[config.mk]
export PLATFORM = sky130hd
export DESIGN_NAME = bia_ctrl
export DESIGN_NICKNAME = d
export VERILOG_FILES = /design/src/rtl/bia_pkg.sv /design/src/rtl/bia_ctrl.sv
export SDC_FILE = /design/constraint.sdc
export NUM_CORES = 1
export LEC_CHECK = 0
export ABC_AREA = 1
export BUFFER_PORTS_ARGS = -buffer_cell sky130_fd_sc_hd__buf_4
export CORE_AREA = 8 8 45 47
export CTS_BUF_LIST = sky130_fd_sc_hd__clkbuf_2
export DETAILED_ROUTE_END_ITERATION = 8
export DIE_AREA = 0 0 53 55
export PLACE_DENSITY = 0.51
export SLEW_MARGIN = 10
export SYNTH_ARGS = -nofsm -noshare
export SYNTH_HDL_FRONTEND = slang
export SYNTH_SLANG_ARGS = --single-unit
[constraint.sdc]
create_clock -name clk_i -period 1.6 [get_ports clk_i]
set_input_delay 0.32 -clock clk_i [delete_from_list [all_inputs] [get_ports clk_i]]
set_output_delay 0.32 -clock clk_i [all_outputs]
set_load 0.01 [all_outputs]
[src/rtl/bia_pkg.sv]
`default_nettype none

package bia_pkg;

  localparam int unsigned BASE_ID   = 300;
  localparam int unsigned NUM_IDS   = 4096;
  localparam int unsigned ID_W      = 13;
  localparam int unsigned POS_W     = 12;
  localparam int unsigned CNT_W     = 13;
  localparam int unsigned WORD_W    = 64;
  localparam int unsigned BIT_W     = 6;
  localparam int unsigned NUM_WORDS = (NUM_IDS + WORD_W - 1) / WORD_W;
  localparam int unsigned WADDR_W   = (NUM_WORDS > 1) ? $clog2(NUM_WORDS) : 1;
  localparam int unsigned SEQ_W     = $clog2(NUM_WORDS + 2);
  localparam int unsigned LAST_BITS = NUM_IDS - (NUM_WORDS - 1) * WORD_W;
  localparam logic [WORD_W-1:0] TAIL_MASK =
      (LAST_BITS == WORD_W) ? {WORD_W{1'b1}} : ((WORD_W'(1) << LAST_BITS) - WORD_W'(1));

  typedef enum logic {
    CMD_ALLOC   = 1'b0,
    CMD_RELEASE = 1'b1
  } cmd_e;

  typedef enum logic [1:0] {
    ST_ALLOC    = 2'd0,
    ST_FULL     = 2'd1,
    ST_RELEASED = 2'd2,
    ST_IGNORED  = 2'd3
  } status_e;

  typedef struct packed {
    cmd_e            cmd;
    logic [ID_W-1:0] id_in;
  } bia_req_t;

  typedef struct packed {
    status_e         status;
    logic [ID_W-1:0] id_out;
  } bia_rsp_t;

  typedef struct packed {
    logic load_req;
    logic scan_init;
    logic scan_rd;
    logic scan_eval;
    logic rel_rd;
    logic rel_eval;
    logic set_full;
    logic commit;
  } dp_cmd_t;

  typedef struct packed {
    logic is_release;
    logic pool_full;
    logic hit;
    logic exhausted;
    logic iss_done;
  } dp_sts_t;

endpackage

`default_nettype wire

[src/rtl/bia_ctrl.sv]
`default_nettype none

module bia_ctrl (
  input  wire              clk_i,
  input  wire              rst_ni,
  input  wire              in_valid_i,
  output logic             in_ready_o,
  output logic             out_valid_o,
  input  wire              out_ready_i,
  input  bia_pkg::dp_sts_t sts_i,
  output bia_pkg::dp_cmd_t cmd_o
);
  import bia_pkg::*;

  typedef enum logic [2:0] {
    S_IDLE,
    S_REL_RD,
    S_REL_EV,
    S_SCAN,
    S_COMMIT
  } state_e;

  state_e state_q, state_d;
  logic   out_valid_q;
  logic   slot_free;

  assign slot_free   = !out_valid_q || out_ready_i;
  assign in_ready_o  = (state_q == S_IDLE);
  assign out_valid_o = out_valid_q;

  always_comb begin
    cmd_o   = '0;
    state_d = state_q;
    unique case (state_q)
      S_IDLE: begin
        if (in_valid_i) begin
          cmd_o.load_req = 1'b1;
          if (sts_i.is_release) begin
            state_d = S_REL_RD;
          end else if (sts_i.pool_full) begin
            cmd_o.set_full = 1'b1;
            state_d        = S_COMMIT;
          end else begin
            cmd_o.scan_init = 1'b1;
            state_d         = S_SCAN;
          end
        end
      end
      S_REL_RD: begin
        cmd_o.rel_rd = 1'b1;
        state_d      = S_REL_EV;
      end
      S_REL_EV: begin
        cmd_o.rel_eval = 1'b1;
        state_d        = S_COMMIT;
      end
      S_SCAN: begin
        cmd_o.scan_rd   = !sts_i.iss_done;
        cmd_o.scan_eval = 1'b1;
        if (sts_i.hit || sts_i.exhausted) begin
          state_d = S_COMMIT;
        end
      end
      S_COMMIT: begin
        if (slot_free) begin
          cmd_o.commit = 1'b1;
          state_d      = S_IDLE;
        end
      end
      default: begin
        state_d = S_IDLE;
      end
    endcase
  end

  always_ff @(posedge clk_i or negedge rst_ni) begin
    if (!rst_ni) begin
      state_q     <= S_IDLE;
      out_valid_q <= 1'b0;
    end else begin
      state_q <= state_d;
      if (cmd_o.commit) begin
        out_valid_q <= 1'b1;
      end else if (out_ready_i) begin
        out_valid_q <= 1'b0;
      end
    end
  end

endmodule

`default_nettype wire

Word level (Yosys, flattened, before mapping)
Cells that the tools add are included.

storage, ports and cells
  word-level logic and storage cells = 37
  latch bits = 0
  bits in read-only memories = 0
  register bits after elaboration = 4
  memories = 0
  output and inout port bits = 10
  memory bits (writable) = 0

cells by class
  shift operators = 0
  equal/unequal tests = 7
  order comparisons = 0
  div/mod/pow operators = 0
  reduce and logical (&&, ||, !) cells = 7
  muxes and demuxes = 21
  multipliers = 0
  add/subtract/negate cells = 0
  bitwise operators = 0

operators by type and width
  kind                                           count
  two-way mux 3 bit                              5
  case mux 3 bit (5 select lines)                1
  two-way mux 1 bit                              12
  == test 3 x 2 -> 1 bit, second input constant  2
  two-way mux 2 bit                              3
  inequality test 2 bit, second input constant   3
  == test 3 x 1 -> 1 bit, second input constant  1
  == test 3 bit, second input constant           1
  logical NOT 3 bit                              1
  AND reduction 3 bit                            1
  logical NOT 1 bit                              2
  logical OR 1 bit                               2
  nonzero test 2 bit                             1

Logic depth before layout (Yosys ltp)
  depth in word-level cells = 5
  mapped depth = 5
  depth with buffers taken out = 5

Worst setup path before layout
Ideal clock, no wire load.

  kind = register -> output
  from = register state_q[2]
  to = output cmd_o[6] (netlist bit)
  setup slack = 0.288 ns
  arrival time = 0.992 ns
  path buffers = 0
  data required time = 1.280 ns
  cell stages (with the launch flop) = 4
  path through = dfrtp_1 nor2_2 nand2_2 nor4_1

RTL lines
  element                 line            text
  start, declared         bia_ctrl.sv:23  state_e state_q, state_d;
  start signal, assigned  bia_ctrl.sv:81  state_q <= state_d;
  end, declared           bia_ctrl.sv:11  output bia_pkg::dp_cmd_t cmd_o

==> run summary <==
The run finished with clean final reports. The clock latency reported for the late side of the worst-skew pair is approximately 220 ps. The path type of the worst min-delay path is in -> reg. Summing all non-filler instances in the final layout gives an area of about 460 sq um. The share of the yosys chip area belonging to registers came out at a little under two fifths. The total congestion overflow after global routing is 0.

Across all setup checks in the final design, the least slack found is 66.56 ps. The final-stage net count is 75. The tool flagged a number of max-cap violations equal to 0.

The static power due to leakage is 0.2467 nW. The worst setup path is of the reg -> out kind. The total half-perimeter wirelength after legalization and detailed placement came out at around 690 um. The hold violation count in the final report came out at 0.

The critical path arrival came out at 1210 ps. The signed area change from the synthesized netlist to the final layout is 70.09%. The die covers just under 3000 sq um.

For this design the total switching power over the nets is about 0.32 mW. The global-route wire length before repair came out at ~1.4 mm. The initial core utilization is about a fifth.

The peak fanout along the critical path came out at 6. Setup repair after global routing could not meet its margin everywhere. In the layout the commonest cells are sky130_fd_sc_hd__buf_4 (18), sky130_fd_sc_hd__nor2_1 (10), sky130_fd_sc_hd__inv_2 (4), sky130_fd_sc_hd__inv_1 (4), sky130_fd_sc_hd__nand2_1 (4). The number of antenna diodes came out at 0. The proportion of total power due to net switching is a little under half. The post-route clock skew came out at 15.12 ps. The worst setup path startpoint is state_q[2]. Setup violations remaining at the end of the flow were counted as 0.

The floorplan die height is roughly 55 um. Synthesis produced 42 cells. The sequential fraction of design power came out at between 20% and 30%.

The post-route clock period utilization came out at between 90% and 100%. The peak supply drop is about 0.00070 V. The headroom to the max-slew limit is ~85%.

The average wire per cell in the routed design is roughly 11 um. Counting the buffers created by CTS gives 3. The library cell used most frequently in the layout, excluding fill and tap cells, is sky130_fd_sc_hd__buf_4. The via count of the first global-routing pass is between 300 and 400. The core utilization of the finished layout came out at approximately 33%. The fraction of final layout cells sized beyond drive strength 1 is a little under half. The tightest hold path in the finished design has a slack of 331.5 ps. The congestion estimate from routability-driven global placement came to between 0.7 and 0.8. The H-tree level count came out at 1.

The clock tree root buffer cell is sky130_fd_sc_hd__clkbuf_2. For this block, the via count after detailed routing is 345. Yosys mapped the design onto 13 distinct sky130hd cell types. The post-placement setup slack is ~260 ps.

The routed design has between 800 and 900 um of wire. The part of the total power dissipated in combinational logic came out at 56.5%. The required time of the critical path is 1280 ps. The sort of element at the end of the critical path is an output pin.

The post-place instance area is 422.9 sq um. The first detailed-routing pass took 2 iterations. The per-instance average area after synthesis is 6.375 sq um. The total setup buffers inserted after CTS came out at 0. The minimum setup slack among reg-to-reg paths is 550 ps.

The smallest clock period supported by the final layout is computed as roughly 1500 ps. Once detail routing completed, the nets flagged for antenna violations numbered 0. In this run the critical register-to-register path is launched from state_q[2]. The number of pins exceeding their max-slew limit in the final report came out at 0. The DRC violation total after the first TritonRoute iteration came out at 6.

The cell row count is 14. The clock share of power came out at 14.2%. The number of sinks handled by clock tree synthesis came out at 4. The total number of yosys warnings came out at 0. The quantity of I/O buffers inserted on ports came out at 18. TritonCTS built the clock tree. The maximum root-to-sink buffer count is 2. After clock tree synthesis, the clock-pin slew on the worst setup and hold paths is 60 ps.

For this run, the top clock speed supported by timing is 0.6521 GHz. The number of top-level pins is 19. The initial antenna violation count is 0. The synthesized netlist net count came out at 51. The aggregate global-route resource usage is roughly 6.8%. The count of cells in the finished layout, fillers not included, comes to 80.

The residual DRC count came out at 0. STA classifies the critical path startpoint as a register. In this run the horizontal extent of the chip is roughly 53 um. The slew at the pin closest to its max-slew limit is between 200 and 250 ps. The power density over the cells came out at about 1500 nW/um^2. The area of the placeable core is about 1400 sq um.

Summing every instance area after synthesis gives 267.8 sq um. Synthesis inferred 4 register bits. The internal power contribution came out at 0.3741 mW.

Counting tap cells, the placed design contains a total of 76 instances. The pin count of the biggest net entering global routing came out at 7. The worst hold path begins at out_ready_i.

The via density per instance is roughly 4.3.
## stage by stage
stage	power (mW)	TNS, ps
after CTS	0.6898	0
after global placement	0.5829	0
after global routing	0.7665	-88.92
after detailed placement	0.5839	0
final	0.6913	0
after floorplan	0.4100	0
## critical path, stage by stage (launching register included)
cell and delay, ps:
sky130_fd_sc_hd__dfrtp_2 460, sky130_fd_sc_hd__nor2_4 120, sky130_fd_sc_hd__nand2_2 80, sky130_fd_sc_hd__nor4_1 170
sky130_fd_sc_hd__buf_4 170
## timing repair
action | 4_1_cts | 5_1_grt
gates cloned | 0 | 0
gates resized for setup | 1 | 2
endpoints found under the setup margin | 1 | 3
hold endpoints to repair | 4 | 0
hold buffers | 1 | 0
## final cells by class
type / count / area (sq um)
multi-input cells: 30 / 142.6
repair buffers: 19 / 145.1
well taps: 16 / 20.02
inverters: 8 / 30.03
fillers: 158 / 928.4
flip-flops and latches: 4 / 102.6
clock buffers: 3 / 15.01
## synth_stat cells, drive strengths merged
cell,n,area (sq um)
nor2,12,50.05
inv,8,30.02
nand2,5,21.27
o21ai,5,25.02
dfrtp,4,100.1
nand3,3,15.01
nor3,3,15.01
a21oi,1,5.000
nor4,1,6.260
## registers in the layout (all words and copies together), names as in the netlist
name and cells:
state_q 3, out_valid_o 1
## path summary, 6_finish.rpt
| path | to | cells after the start |
|---|---|---|
| worst max-delay path | cmd_o[6] | 4 |
| worst min-delay path | out_valid_o | 2 |
| worst max register to register | state_q[2] | 4 |
| worst min register to register | out_valid_o | 2 |
| max in group asynchronous | out_valid_o | 2 |
| min in group asynchronous | state_q[0] | 2 |
## power groups by stage
| stage | Clock, mW | Sequential [mW] | Combinational (mW) |
|---|---|---|---|
| after CTS | 0.101 | 0.195 | 0.394 |
| after detailed placement | 0 | 0.194 | 0.390 |
| after floorplan | 0 | 0.188 | 0.222 |
| final | 0.0979 | 0.203 | 0.391 |
| after global placement | 0 | 0.191 | 0.392 |
| after global routing | 0.110 | 0.210 | 0.447 |
## cells by family after synthesis
| family | Yosys count | synth area share (%) |
|---|---|---|
| AOI/OAI and AO/OA | 6 | 11.21 |
| buffers and inverters | 8 | 11.21 |
| DFF | 4 | 37.38 |
| and+or+nand+nor | 24 | 40.19 |
## routing by layer
metal / track usage [%] / vias up / wire (um)
met5: 0 / - / 0
met1: 6.738 / 148 / 373
li1: - / 179 / -
met3: 4.011 / 2 / 96
met4: 9.052 / 0 / 22
met2: 8.789 / 16 / 368
Note: power is estimated with default switching activity, not from simulation.
